File: src/rtl/core/rcst_pkg.sv
// ----------------------------------------------------------------------------
// rcst_pkg: shared types and constants of the slot table
// Field widths, status codes, operation classes and the queue item format.
// ----------------------------------------------------------------------------
package rcst_pkg;

    // default configuration
    localparam int ENTRIES_DEF     = 64;
    localparam int COUNT_WIDTH_DEF = 16;
    localparam int QUEUE_DEPTH     = 2;

    // fixed field widths of the request and response
    localparam int KEY_W    = 32;
    localparam int STATUS_W = 3;
    localparam int SLOT_W   = 6;
    localparam int REFCNT_W = 16;

    // request command codes
    localparam logic CMD_OPEN  = 1'b0;
    localparam logic CMD_CLOSE = 1'b1;

    // response status codes
    typedef enum logic [STATUS_W-1:0] {
        ST_OK         = 3'd0,
        ST_FULL       = 3'd1,
        ST_NOT_FOUND  = 3'd2,
        ST_COUNT_FULL = 3'd3,
        ST_KEY_ZERO   = 3'd4
    } t_status;

    // request class decided by the front end
    typedef enum logic [1:0] {
        OP_OPEN  = 2'd0,
        OP_CLOSE = 2'd1,
        OP_ZERO  = 2'd2
    } t_op;

    // queue item between front and back end
    typedef struct packed {
        t_op              op;
        logic [KEY_W-1:0] key;
    } t_item;

    // back end status seen by the front end
    typedef struct packed {
        logic clear_done;
    } t_bk_status;

endpackage

File: src/rtl/core/rcst_req_if.sv
// ----------------------------------------------------------------------------
// rcst_req_if: request channel
// Valid/ready channel carrying one open or close request.
// ----------------------------------------------------------------------------
interface rcst_req_if;
    logic                     valid;
    logic                     ready;
    logic                     command;
    logic [rcst_pkg::KEY_W-1:0] key;

    modport source (output valid, output command, output key, input ready);
    modport sink   (input valid, input command, input key, output ready);
endinterface

File: src/rtl/core/rcst_rsp_if.sv
// ----------------------------------------------------------------------------
// rcst_rsp_if: response channel
// Valid/ready channel carrying one result per request.
// ----------------------------------------------------------------------------
interface rcst_rsp_if;
    logic                          valid;
    logic                          ready;
    logic [rcst_pkg::STATUS_W-1:0] status;
    logic [rcst_pkg::SLOT_W-1:0]   slot;
    logic [rcst_pkg::REFCNT_W-1:0] ref_count;
    logic                          newly_claimed;
    logic                          freed;

    modport source (output valid, output status, output slot, output ref_count,
                    output newly_claimed, output freed, input ready);
    modport sink   (input valid, input status, input slot, input ref_count,
                    input newly_claimed, input freed, output ready);
endinterface

File: src/rtl/core/rcst_ram.sv
// ----------------------------------------------------------------------------
// rcst_ram: generic simple dual port ram
// One write port, one read port, registered read data.
// ----------------------------------------------------------------------------
module rcst_ram #(
    parameter int WIDTH = 8,
    parameter int DEPTH = 64
) (
    input  logic                     i_clk,
    input  logic                     i_we,
    input  logic [$clog2(DEPTH)-1:0] i_waddr,
    input  logic [WIDTH-1:0]         i_wdata,
    input  logic [$clog2(DEPTH)-1:0] i_raddr,
    output logic [WIDTH-1:0]         o_rdata
);

    logic [WIDTH-1:0] r_mem [DEPTH];
    logic [WIDTH-1:0] r_rdata;

    // write port and registered read
    always_ff @(posedge i_clk) begin
        if (i_we) begin
            r_mem[i_waddr] <= i_wdata;
        end
        r_rdata <= r_mem[i_raddr];
    end

    assign o_rdata = r_rdata;

endmodule

File: src/rtl/core/rcst_fifo.sv
// ----------------------------------------------------------------------------
// rcst_fifo: request queue between front and back end
// Small synchronous fifo of classified requests.
// ----------------------------------------------------------------------------
module rcst_fifo #(
    parameter int DEPTH = rcst_pkg::QUEUE_DEPTH
) (
    input  logic            i_clk,
    input  logic            i_rst_n,
    input  logic            i_push,
    input  rcst_pkg::t_item i_wdata,
    output logic            o_full,
    input  logic            i_pop,
    output rcst_pkg::t_item o_rdata,
    output logic            o_empty
);

    localparam int PW = (DEPTH > 1) ? $clog2(DEPTH) : 1;
    localparam int CW = $clog2(DEPTH + 1);

    rcst_pkg::t_item r_data [DEPTH];
    logic [PW-1:0]   r_wptr, n_wptr;
    logic [PW-1:0]   r_rptr, n_rptr;
    logic [CW-1:0]   r_cnt, n_cnt;

    assign o_full  = (r_cnt == CW'(DEPTH));
    assign o_empty = (r_cnt == '0);
    assign o_rdata = r_data[r_rptr];

    // pointer and fill count update
    always_comb begin
        n_wptr = r_wptr;
        n_rptr = r_rptr;
        n_cnt  = r_cnt;
        if (i_push) begin
            n_wptr = (r_wptr == PW'(DEPTH - 1)) ? '0 : r_wptr + 1'b1;
        end
        if (i_pop) begin
            n_rptr = (r_rptr == PW'(DEPTH - 1)) ? '0 : r_rptr + 1'b1;
        end
        if (i_push && !i_pop) begin
            n_cnt = r_cnt + 1'b1;
        end else if (!i_push && i_pop) begin
            n_cnt = r_cnt - 1'b1;
        end
    end

    always_ff @(posedge i_clk) begin
        if (!i_rst_n) begin
            r_wptr <= '0;
            r_rptr <= '0;
            r_cnt  <= '0;
        end else begin
            r_wptr <= n_wptr;
            r_rptr <= n_rptr;
            r_cnt  <= n_cnt;
        end
    end

    // storage
    always_ff @(posedge i_clk) begin
        if (i_push) begin
            r_data[r_wptr] <= i_wdata;
        end
    end

endmodule

File: src/rtl/core/rcst_front.sv
// ----------------------------------------------------------------------------
// rcst_front: request front end
// Takes requests, classifies them and pushes them into the queue.
// ----------------------------------------------------------------------------
module rcst_front (
    rcst_req_if.sink             i_req,
    input  rcst_pkg::t_bk_status i_bk_status,
    input  logic                 i_q_full,
    output logic                 o_q_push,
    output rcst_pkg::t_item      o_q_item
);

    // requests wait until the clearing pass is over and the queue has room
    assign i_req.ready = i_bk_status.clear_done && !i_q_full;
    assign o_q_push    = i_req.valid && i_req.ready;

    // classify: the reserved key is refused without a table scan
    always_comb begin
        o_q_item.key = i_req.key;
        if (i_req.key == '0) begin
            o_q_item.op = rcst_pkg::OP_ZERO;
        end else if (i_req.command == rcst_pkg::CMD_CLOSE) begin
            o_q_item.op = rcst_pkg::OP_CLOSE;
        end else begin
            o_q_item.op = rcst_pkg::OP_OPEN;
        end
    end

endmodule

File: src/rtl/core/rcst_back.sv
// ----------------------------------------------------------------------------
// rcst_back: table back end
// Clears the slot memory after reset, then scans it once per nonzero key
// request, writes back the changed slot and holds the response in a register.
// ----------------------------------------------------------------------------
module rcst_back #(
    parameter int ENTRIES     = rcst_pkg::ENTRIES_DEF,
    parameter int COUNT_WIDTH = rcst_pkg::COUNT_WIDTH_DEF
) (
    input  logic                 i_clk,
    input  logic                 i_rst_n,
    input  logic                 i_item_vld,
    input  rcst_pkg::t_item      i_item,
    output logic                 o_item_pop,
    output rcst_pkg::t_bk_status o_status,
    rcst_rsp_if.source           o_rsp
);

    localparam int AW    = $clog2(ENTRIES);
    localparam int KW    = rcst_pkg::KEY_W;
    localparam int WW    = 1 + COUNT_WIDTH + KW;
    localparam int KEY_L = 0;
    localparam int CNT_L = KW;
    localparam int USED  = WW - 1;
    localparam logic [AW-1:0]          LAST    = AW'(ENTRIES - 1);
    localparam logic [COUNT_WIDTH-1:0] CNT_MAX = {COUNT_WIDTH{1'b1}};
    localparam logic [COUNT_WIDTH-1:0] CNT_ONE = COUNT_WIDTH'(1);

    typedef enum logic [3:0] {
        S_CLEAR = 4'b0001,
        S_IDLE  = 4'b0010,
        S_SCAN  = 4'b0100,
        S_EXEC  = 4'b1000
    } t_bk_state;

    t_bk_state r_state, n_state;

    // scan control
    logic [AW-1:0] r_idx, n_idx;
    logic          r_issuing, n_issuing;
    logic          r_cmp_vld, n_cmp_vld;
    logic [AW-1:0] r_cmp_idx, n_cmp_idx;

    // current request and scan results
    rcst_pkg::t_op           r_op, n_op;
    logic [KW-1:0]           r_key, n_key;
    logic                    r_hit, n_hit;
    logic [AW-1:0]           r_hit_idx, n_hit_idx;
    logic [COUNT_WIDTH-1:0]  r_hit_cnt, n_hit_cnt;
    logic                    r_free, n_free;
    logic [AW-1:0]           r_free_idx, n_free_idx;

    // response register
    logic                          r_rsp_vld, n_rsp_vld;
    rcst_pkg::t_status             r_rsp_status, n_rsp_status;
    logic [rcst_pkg::SLOT_W-1:0]   r_rsp_slot, n_rsp_slot;
    logic [rcst_pkg::REFCNT_W-1:0] r_rsp_cnt, n_rsp_cnt;
    logic                          r_rsp_claimed, n_rsp_claimed;
    logic                          r_rsp_freed, n_rsp_freed;

    // memory port
    logic          ram_we;
    logic [AW-1:0] ram_waddr;
    logic [WW-1:0] ram_wdata;
    logic [WW-1:0] ram_rdata;
    logic          out_free;

    rcst_ram #(
        .WIDTH (WW),
        .DEPTH (ENTRIES)
    ) u_ram (
        .i_clk   (i_clk),
        .i_we    (ram_we),
        .i_waddr (ram_waddr),
        .i_wdata (ram_wdata),
        .i_raddr (r_idx),
        .o_rdata (ram_rdata)
    );

    assign out_free = !r_rsp_vld || o_rsp.ready;

    // sequencer: clear pass, scan, decide and write back
    always_comb begin
        n_state       = r_state;
        n_idx         = r_idx;
        n_issuing     = r_issuing;
        n_cmp_vld     = 1'b0;
        n_cmp_idx     = r_idx;
        n_op          = r_op;
        n_key         = r_key;
        n_hit         = r_hit;
        n_hit_idx     = r_hit_idx;
        n_hit_cnt     = r_hit_cnt;
        n_free        = r_free;
        n_free_idx    = r_free_idx;
        n_rsp_vld     = r_rsp_vld;
        n_rsp_status  = r_rsp_status;
        n_rsp_slot    = r_rsp_slot;
        n_rsp_cnt     = r_rsp_cnt;
        n_rsp_claimed = r_rsp_claimed;
        n_rsp_freed   = r_rsp_freed;
        ram_we        = 1'b0;
        ram_waddr     = r_idx;
        ram_wdata     = '0;
        o_item_pop    = 1'b0;

        if (r_rsp_vld && o_rsp.ready) begin
            n_rsp_vld = 1'b0;
        end

        case (r_state)
            S_CLEAR: begin
                ram_we = 1'b1;
                if (r_idx == LAST) begin
                    n_idx   = '0;
                    n_state = S_IDLE;
                end else begin
                    n_idx = r_idx + 1'b1;
                end
            end
            S_IDLE: begin
                if (i_item_vld) begin
                    o_item_pop = 1'b1;
                    n_op       = i_item.op;
                    n_key      = i_item.key;
                    n_hit      = 1'b0;
                    n_free     = 1'b0;
                    n_idx      = '0;
                    n_issuing  = 1'b1;
                    if (i_item.op == rcst_pkg::OP_ZERO) begin
                        n_state = S_EXEC;
                    end else begin
                        n_state = S_SCAN;
                    end
                end
            end
            S_SCAN: begin
                // issue one read per cycle
                if (r_issuing) begin
                    n_cmp_vld = 1'b1;
                    n_cmp_idx = r_idx;
                    if (r_idx == LAST) begin
                        n_issuing = 1'b0;
                        n_idx     = '0;
                    end else begin
                        n_idx = r_idx + 1'b1;
                    end
                end
                // compare the entry read last cycle, lowest index wins
                if (r_cmp_vld) begin
                    if (ram_rdata[USED]) begin
                        if (!r_hit && ram_rdata[KEY_L +: KW] == r_key) begin
                            n_hit     = 1'b1;
                            n_hit_idx = r_cmp_idx;
                            n_hit_cnt = ram_rdata[CNT_L +: COUNT_WIDTH];
                        end
                    end else if (!r_free) begin
                        n_free     = 1'b1;
                        n_free_idx = r_cmp_idx;
                    end
                    if (r_cmp_idx == LAST) begin
                        n_state = S_EXEC;
                    end
                end
            end
            S_EXEC: begin
                if (out_free) begin
                    n_rsp_vld     = 1'b1;
                    n_rsp_status  = rcst_pkg::ST_OK;
                    n_rsp_slot    = '0;
                    n_rsp_cnt     = '0;
                    n_rsp_claimed = 1'b0;
                    n_rsp_freed   = 1'b0;
                    n_state       = S_IDLE;
                    case (r_op)
                        rcst_pkg::OP_OPEN: begin
                            if (r_hit) begin
                                n_rsp_slot = rcst_pkg::SLOT_W'(r_hit_idx);
                                if (r_hit_cnt == CNT_MAX) begin
                                    n_rsp_status = rcst_pkg::ST_COUNT_FULL;
                                    n_rsp_cnt    = rcst_pkg::REFCNT_W'(r_hit_cnt);
                                end else begin
                                    ram_we    = 1'b1;
                                    ram_waddr = r_hit_idx;
                                    ram_wdata = {1'b1, r_hit_cnt + 1'b1, r_key};
                                    n_rsp_cnt = rcst_pkg::REFCNT_W'(r_hit_cnt + 1'b1);
                                end
                            end else if (r_free) begin
                                // claim the lowest free slot
                                ram_we        = 1'b1;
                                ram_waddr     = r_free_idx;
                                ram_wdata     = {1'b1, CNT_ONE, r_key};
                                n_rsp_slot    = rcst_pkg::SLOT_W'(r_free_idx);
                                n_rsp_cnt     = rcst_pkg::REFCNT_W'(CNT_ONE);
                                n_rsp_claimed = 1'b1;
                            end else begin
                                n_rsp_status = rcst_pkg::ST_FULL;
                            end
                        end
                        rcst_pkg::OP_CLOSE: begin
                            if (!r_hit) begin
                                n_rsp_status = rcst_pkg::ST_NOT_FOUND;
                            end else begin
                                ram_we     = 1'b1;
                                ram_waddr  = r_hit_idx;
                                n_rsp_slot = rcst_pkg::SLOT_W'(r_hit_idx);
                                if (r_hit_cnt > CNT_ONE) begin
                                    ram_wdata = {1'b1, r_hit_cnt - 1'b1, r_key};
                                    n_rsp_cnt = rcst_pkg::REFCNT_W'(r_hit_cnt - 1'b1);
                                end else begin
                                    // last reference gone: free the slot
                                    ram_wdata   = '0;
                                    n_rsp_freed = 1'b1;
                                end
                            end
                        end
                        default: begin
                            n_rsp_status = rcst_pkg::ST_KEY_ZERO;
                        end
                    endcase
                end
            end
            default: begin
                n_state = S_CLEAR;
                n_idx   = '0;
            end
        endcase
    end

    // control registers
    always_ff @(posedge i_clk) begin
        if (!i_rst_n) begin
            r_state   <= S_CLEAR;
            r_idx     <= '0;
            r_issuing <= 1'b0;
            r_cmp_vld <= 1'b0;
            r_rsp_vld <= 1'b0;
        end else begin
            r_state   <= n_state;
            r_idx     <= n_idx;
            r_issuing <= n_issuing;
            r_cmp_vld <= n_cmp_vld;
            r_rsp_vld <= n_rsp_vld;
        end
    end

    // payload registers
    always_ff @(posedge i_clk) begin
        r_cmp_idx     <= n_cmp_idx;
        r_op          <= n_op;
        r_key         <= n_key;
        r_hit         <= n_hit;
        r_hit_idx     <= n_hit_idx;
        r_hit_cnt     <= n_hit_cnt;
        r_free        <= n_free;
        r_free_idx    <= n_free_idx;
        r_rsp_status  <= n_rsp_status;
        r_rsp_slot    <= n_rsp_slot;
        r_rsp_cnt     <= n_rsp_cnt;
        r_rsp_claimed <= n_rsp_claimed;
        r_rsp_freed   <= n_rsp_freed;
    end

    assign o_status.clear_done = (r_state != S_CLEAR);

    // response channel
    assign o_rsp.valid         = r_rsp_vld;
    assign o_rsp.status        = r_rsp_status;
    assign o_rsp.slot          = r_rsp_slot;
    assign o_rsp.ref_count     = r_rsp_cnt;
    assign o_rsp.newly_claimed = r_rsp_claimed;
    assign o_rsp.freed         = r_rsp_freed;

endmodule

File: src/rtl/core/refcounted_id_slot_table_unit.sv
// ----------------------------------------------------------------------------
// refcounted_id_slot_table_unit: reference counted key slot table
// Open and close requests on a table of keyed slots with reference counts.
//
//   channel | dir | handshake     | payload
//   --------+-----+---------------+-------------------------------------------
//   i_req   | in  | valid / ready | command, key
//   o_rsp   | out | valid / ready | status, slot, ref_count, newly_claimed,
//           |     |               | freed
//
// each request is scanned with one registered memory read per slot, then
// decided and written back once the response register is free; a key zero
// request skips the scan
// after reset a clearing pass zeroes the slot memory one slot at a time and
// i_req.ready stays low until it is over
// a queue of two requests sits between the front end and the scan engine,
// and the engine can scan the next request while a response is stalled
// ----------------------------------------------------------------------------
module refcounted_id_slot_table_unit #(
    parameter int ENTRIES     = rcst_pkg::ENTRIES_DEF,
    parameter int COUNT_WIDTH = rcst_pkg::COUNT_WIDTH_DEF
) (
    input  logic       i_clk,
    input  logic       i_rst_n,
    rcst_req_if.sink   i_req,
    rcst_rsp_if.source o_rsp
);

    rcst_pkg::t_bk_status bk_status;
    rcst_pkg::t_item      q_wdata;
    rcst_pkg::t_item      q_rdata;
    logic                 q_push;
    logic                 q_full;
    logic                 q_pop;
    logic                 q_empty;

    // request classification
    rcst_front u_front (
        .i_req       (i_req),
        .i_bk_status (bk_status),
        .i_q_full    (q_full),
        .o_q_push    (q_push),
        .o_q_item    (q_wdata)
    );

    // request queue
    rcst_fifo #(
        .DEPTH (rcst_pkg::QUEUE_DEPTH)
    ) u_fifo (
        .i_clk   (i_clk),
        .i_rst_n (i_rst_n),
        .i_push  (q_push),
        .i_wdata (q_wdata),
        .o_full  (q_full),
        .i_pop   (q_pop),
        .o_rdata (q_rdata),
        .o_empty (q_empty)
    );

    // table scan and update
    rcst_back #(
        .ENTRIES     (ENTRIES),
        .COUNT_WIDTH (COUNT_WIDTH)
    ) u_back (
        .i_clk      (i_clk),
        .i_rst_n    (i_rst_n),
        .i_item_vld (!q_empty),
        .i_item     (q_rdata),
        .o_item_pop (q_pop),
        .o_status   (bk_status),
        .o_rsp      (o_rsp)
    );

endmodule

File: src/flat_wrapper.sv
// flat-port wrapper written by rule: the top's interface ports become plain ports
module refcounted_id_slot_table_unit_flat 
#(
    parameter int ENTRIES     = rcst_pkg::ENTRIES_DEF,
    parameter int COUNT_WIDTH = rcst_pkg::COUNT_WIDTH_DEF
)
  (i_clk, i_rst_n, i_req_valid, i_req_command, i_req_key, i_req_ready, o_rsp_valid, o_rsp_status, o_rsp_slot, o_rsp_ref_count, o_rsp_newly_claimed, o_rsp_freed, o_rsp_ready);
  rcst_req_if i_req_i ();
  rcst_rsp_if o_rsp_i ();
  input  logic i_clk;
  input  logic i_rst_n;
  input wire logic [$bits(i_req_i.valid)-1:0] i_req_valid;
  input wire logic [$bits(i_req_i.command)-1:0] i_req_command;
  input wire logic [$bits(i_req_i.key)-1:0] i_req_key;
  output wire logic [$bits(i_req_i.ready)-1:0] i_req_ready;
  output wire logic [$bits(o_rsp_i.valid)-1:0] o_rsp_valid;
  output wire logic [$bits(o_rsp_i.status)-1:0] o_rsp_status;
  output wire logic [$bits(o_rsp_i.slot)-1:0] o_rsp_slot;
  output wire logic [$bits(o_rsp_i.ref_count)-1:0] o_rsp_ref_count;
  output wire logic [$bits(o_rsp_i.newly_claimed)-1:0] o_rsp_newly_claimed;
  output wire logic [$bits(o_rsp_i.freed)-1:0] o_rsp_freed;
  input wire logic [$bits(o_rsp_i.ready)-1:0] o_rsp_ready;
  assign i_req_i.valid = i_req_valid;
  assign i_req_i.command = i_req_command;
  assign i_req_i.key = i_req_key;
  assign i_req_ready = i_req_i.ready;
  assign o_rsp_valid = o_rsp_i.valid;
  assign o_rsp_status = o_rsp_i.status;
  assign o_rsp_slot = o_rsp_i.slot;
  assign o_rsp_ref_count = o_rsp_i.ref_count;
  assign o_rsp_newly_claimed = o_rsp_i.newly_claimed;
  assign o_rsp_freed = o_rsp_i.freed;
  assign o_rsp_i.ready = o_rsp_ready;
  refcounted_id_slot_table_unit #(.ENTRIES(ENTRIES), .COUNT_WIDTH(COUNT_WIDTH)) u_core (.i_clk(i_clk), .i_rst_n(i_rst_n), .i_req(i_req_i), .o_rsp(o_rsp_i));
endmodule
File: config.mk
export PLATFORM = sky130hd
export DESIGN_NAME = refcounted_id_slot_table_unit_flat
export DESIGN_NICKNAME = d
export VERILOG_FILES = /design/src/rtl/core/rcst_pkg.sv /design/src/rtl/core/rcst_req_if.sv /design/src/rtl/core/rcst_rsp_if.sv /design/src/rtl/core/rcst_ram.sv /design/src/rtl/core/rcst_fifo.sv /design/src/rtl/core/rcst_front.sv /design/src/rtl/core/rcst_back.sv /design/src/rtl/core/refcounted_id_slot_table_unit.sv /design/src/flat_wrapper.sv
export SDC_FILE = /design/constraint.sdc
export NUM_CORES = 2
export LEC_CHECK = 0
export ABC_AREA = 1
export BUFFER_PORTS_ARGS = -buffer_cell sky130_fd_sc_hd__clkbuf_2
export CAP_MARGIN = 10
export CORE_MARGIN = 2
export CORE_UTILIZATION = 60
export CTS_CLUSTER_DIAMETER = 60
export DETAILED_ROUTE_END_ITERATION = 10
export HOLD_SLACK_MARGIN = 0.03
export PLACE_DENSITY_LB_ADDON = 0.25
export SETUP_SLACK_MARGIN = 0.02
export SYNTH_ARGS = -nofsm -noshare
export SYNTH_HDL_FRONTEND = slang
export SYNTH_SLANG_ARGS = --single-unit
File: constraint.sdc
create_clock -name i_clk -period 10.2 [get_ports i_clk]
set_input_delay 1.02 -clock i_clk [delete_from_list [all_inputs] [get_ports i_clk]]
set_output_delay 1.02 -clock i_clk [all_outputs]
set_load 0.01 [all_outputs]
==> results.tsv <==
metric	value	unit
outcome	finished, final reports clean	
path_max_fanout	206	
ys.flop_type	edfxtp_1	
cts-root-buf	clkbuf_16	
reg2reg_depth	10	
hold_violations	0	
hold_buffers	0	
hold_path_depth	1	
setup_tns	0	ns
worst-r2r-setup-slack	4.77	ns
crit_path_frequent_cell	nand3_1	
dp_hpwl	184000	µm
hold_end	u_core.u_fifo.r_data[0][14]	
worstReg2RegStart	u_core.u_back.r_idx[0]	
syn_inst	9754	
syn_nets	9797	
critPathKind	reg2reg	
slowest_delay	0.94	ns
arrival	6.32	ns
path_clk_slew	0.06	ns
power_density	250	nW/µm²
coreArea	217000	µm²
antenna_found_initial	6	
crit_chain	buf_4 > buf_4 > buf_12 > buf_4 > o21ai_0 > o221ai_1 > nand3_1 > nand3_1 > nand3_1 > nand3_1	
post_drt_wl_per_cell	29.1	µm
drtPass1Iterations	8	
hp-start	i_req_key[14]	
worstMarginPinSlew	1.25	ns
initial_core_util	60.4	%
gr-total-overflow	0	
fin_skew	0.0408	ns
cp-end-kind	flop	
via_per_inst	6.75	
cts.path.max_buffers	4	
cp.required	11.10	ns
setup_viol	0	
synth_area_per_cell	13.5	µm²
rsz0062_at_grt	no	
fill_cells	14700	
drc	0	
fmax	184	MHz
synthArstFlopShare	0	%
yosysSeqAreaShare	76.5	%
drt.antenna.violating_nets	0	
grt_pass1_vias	81600	
via_count	86100	
netlist_area	131000	µm²
cts_sinks	3368	
period_minus_slack	5.43	ns
p_leak	41.3	nW
wirelength	371000	µm
yosysUniqueCellTypes	49	
clk_latency	0.96	ns
peakVddDrop	0.263	mV
setup_slack	4.77	ns
cts_buffers	337	
ys_ff_latch	3368	
io_pins	66	
worst_setup_path_start_kind	flop	
cts_resized	0	
areaGrowthSynthToFinish	10.6	%
die_y	472	µm
gp_congestion	0.963	
design_area	145000	µm²
place_area	135000	µm²
worstHoldPathType	in2reg	
timing.final.crit_share	53.2	%
drive_above_1_share	8.83	%
cts_tree	built	
grt_usage	32.7	%
reg2reg_to	u_core.u_back.u_ram.o_rdata[2]	
cts_setup_buffers	0	
cpMaxStageDelayCell	buf_4	
synth_edf_count	3295	
slew_violations	0	
relSlewSlack	16.4	%
rows	171	
dieArea	222000	µm²
max_cap_viol_count	0	
final_net_count	9711	
fp.dieW	472	µm
grt_max_degree	229	
pre_cts_ws	4.96	ns
power.total	36.2	mW
drtIter0Drc	14300	
portBuffers	65	
grt_pass1_wl	536000	µm
htreeDepth	5	
yosys_warnings	0	
[worst max-delay path: cells and delay by family (launching register included)]
kind,cells,cell delay [ns]
buffers and inverters,4,2.98
flip-flops,1,0.83
AND/OR/NAND/NOR,4,0.77
AO/OA/AOI/OAI,2,0.54
[report_power, final]
| group | leakage, nW | internal [mW] | switching (mW) | total (mW) |
|---|---|---|---|---|
| sequential | 25.5 | 15.6 | 0.346 | 15.9 |
| combinational | 10.8 | 1.94 | 6.54 | 8.48 |
| clock | 5.00 | 6.83 | 5.00 | 11.8 |
[worst max path at each step]
stage	from	end	slack (ns)	depth (start not counted)
3_3_place_gp	o_rsp_ready	u_core.u_back.u_ram.r_mem[7][6]	5.06	12
3_5_place_dp	o_rsp_ready	u_core.u_back.u_ram.r_mem[4][10]	4.96	11
4_1_cts	u_core.u_back.r_idx[0]	u_core.u_back.u_ram.o_rdata[19]	5.01	10
2_1_floorplan	o_rsp_ready	u_core.u_back.u_ram.r_mem[12][0]	5.05	8
5_1_grt	u_core.u_back.r_idx[0]	u_core.u_back.u_ram.o_rdata[19]	4.66	10
6_report	u_core.u_back.r_idx[0]	u_core.u_back.u_ram.o_rdata[2]	4.77	10
[kinds of logic (layout without fill, tap and decap cells)]
family / after synthesis / in the layout / share of synthesized area (%)
simple gates: 2899 / 2899 / 9.06
flops: 3368 / 3368 / 76.5
xor+xnor: 28 / 28 / 0.187
compound gates: 2651 / 2651 / 11.7
other cells: 0 / 5 / 0
buf+inv: 802 / 947 / 2.53
fa+ha+maj: 6 / 6 / 0.0572
[per-layer routing]
layer	part of all wire [%]	vias to the layer above	wire [µm]	GRT usage [%]
li1	-	36400	-	-
met1	36	42500	135000	45.4
met2	46	6192	170000	50.0
met3	12	980	45400	6.22
met4	5.4	0	20000	16.8
met5	0	-	0	0
[layout make-up]
type                    instances  area (µm²)  share of cell area (%)
clock inverters               136        1290                   0.890
well taps                    2854        3570                    2.46
multi-input cells            5584       28400                    19.6
clock buffers                 434        9000                    6.20
repair buffers                256        1950                    1.34
flip-flops and latches       3368      100000                    69.2
diodes                          5        12.5                 0.00862
inverters                     121         495                   0.341
[registers in the layout, indices dropped and copies added, names as in the netlist, 2 cells and up, named ones only]
register,cells
u_core.u_back.r_idx,6
u_core.u_back.o_rsp.slot,6
u_core.u_back.r_cmp_idx,6
u_core.u_back.r_op,2
u_core.u_fifo.r_data,68
u_core.u_back.u_ram.o_rdata,49
u_core.u_back.r_state,4
u_core.u_back.o_rsp.status,3
u_core.u_fifo.r_cnt,2
u_core.u_back.r_free_idx,6
u_core.u_back.o_rsp.ref_count,16
u_core.u_back.r_hit_cnt,16
u_core.u_back.u_ram.r_mem,3136
u_core.u_back.r_hit_idx,6
u_core.u_back.r_key,32
[Yosys cell counts (73+ instances only)]
cell type | n | share of area, %
dfxtp_1 | 73 | 1.1
nand2_1 | 605 | 1.7
nor2_1 | 1770 | 5.1
o21ai_0 | 1599 | 6.1
o22ai_1 | 490 | 2.3
buf_2 | 187 | 0.71
nand3_1 | 386 | 1.5
o221ai_1 | 277 | 1.8
a21oi_1 | 134 | 0.51
clkbuf_1 | 460 | 1.3
edfxtp_1 | 3295 | 75
inv_1 | 103 | 0.29
o211ai_1 | 120 | 0.69
[stage by stage]
stage	utilization [%]	hold slack [ns]	cells
finish	66.8	0.274	12800
global route	66.8	0.245	12800
CTS	66.7	0.231	12700
detailed placement	62.0	0.389	12200
global placement	62.0	0.393	12200
floorplan	-	0.329	9754
[cells in the final DEF, fill, tap and decap left out, types with 6 or more instances in the layout]
cell / instances
o211ai_1: 120
o21ai_0: 1599
buf_12: 15
a21oi_1: 128
clkinvlp_4: 10
clkbuf_16: 343
nand2_4: 9
nand4_1: 56
inv_6: 7
inv_2: 11
o22ai_1: 490
nand2_1: 604
clkbuf_2: 65
clkbuf_8: 8
edfxtp_1: 3295
nor4_1: 16
buf_4: 176
bufinv_16: 25
dfxtp_1: 69
clkinv_2: 35
o221ai_1: 277
ha_1: 6
or2_2: 12
xor2_1: 23
o21ai_1: 6
nand2_2: 7
nor3_1: 18
inv_1: 102
clkinv_1: 60
a21oi_4: 7
clkbuf_1: 83
inv_8: 6
nor2_1: 1658
nand3_1: 386
nor2_4: 114
No activity file was read; power rests on OpenSTA's default activity.
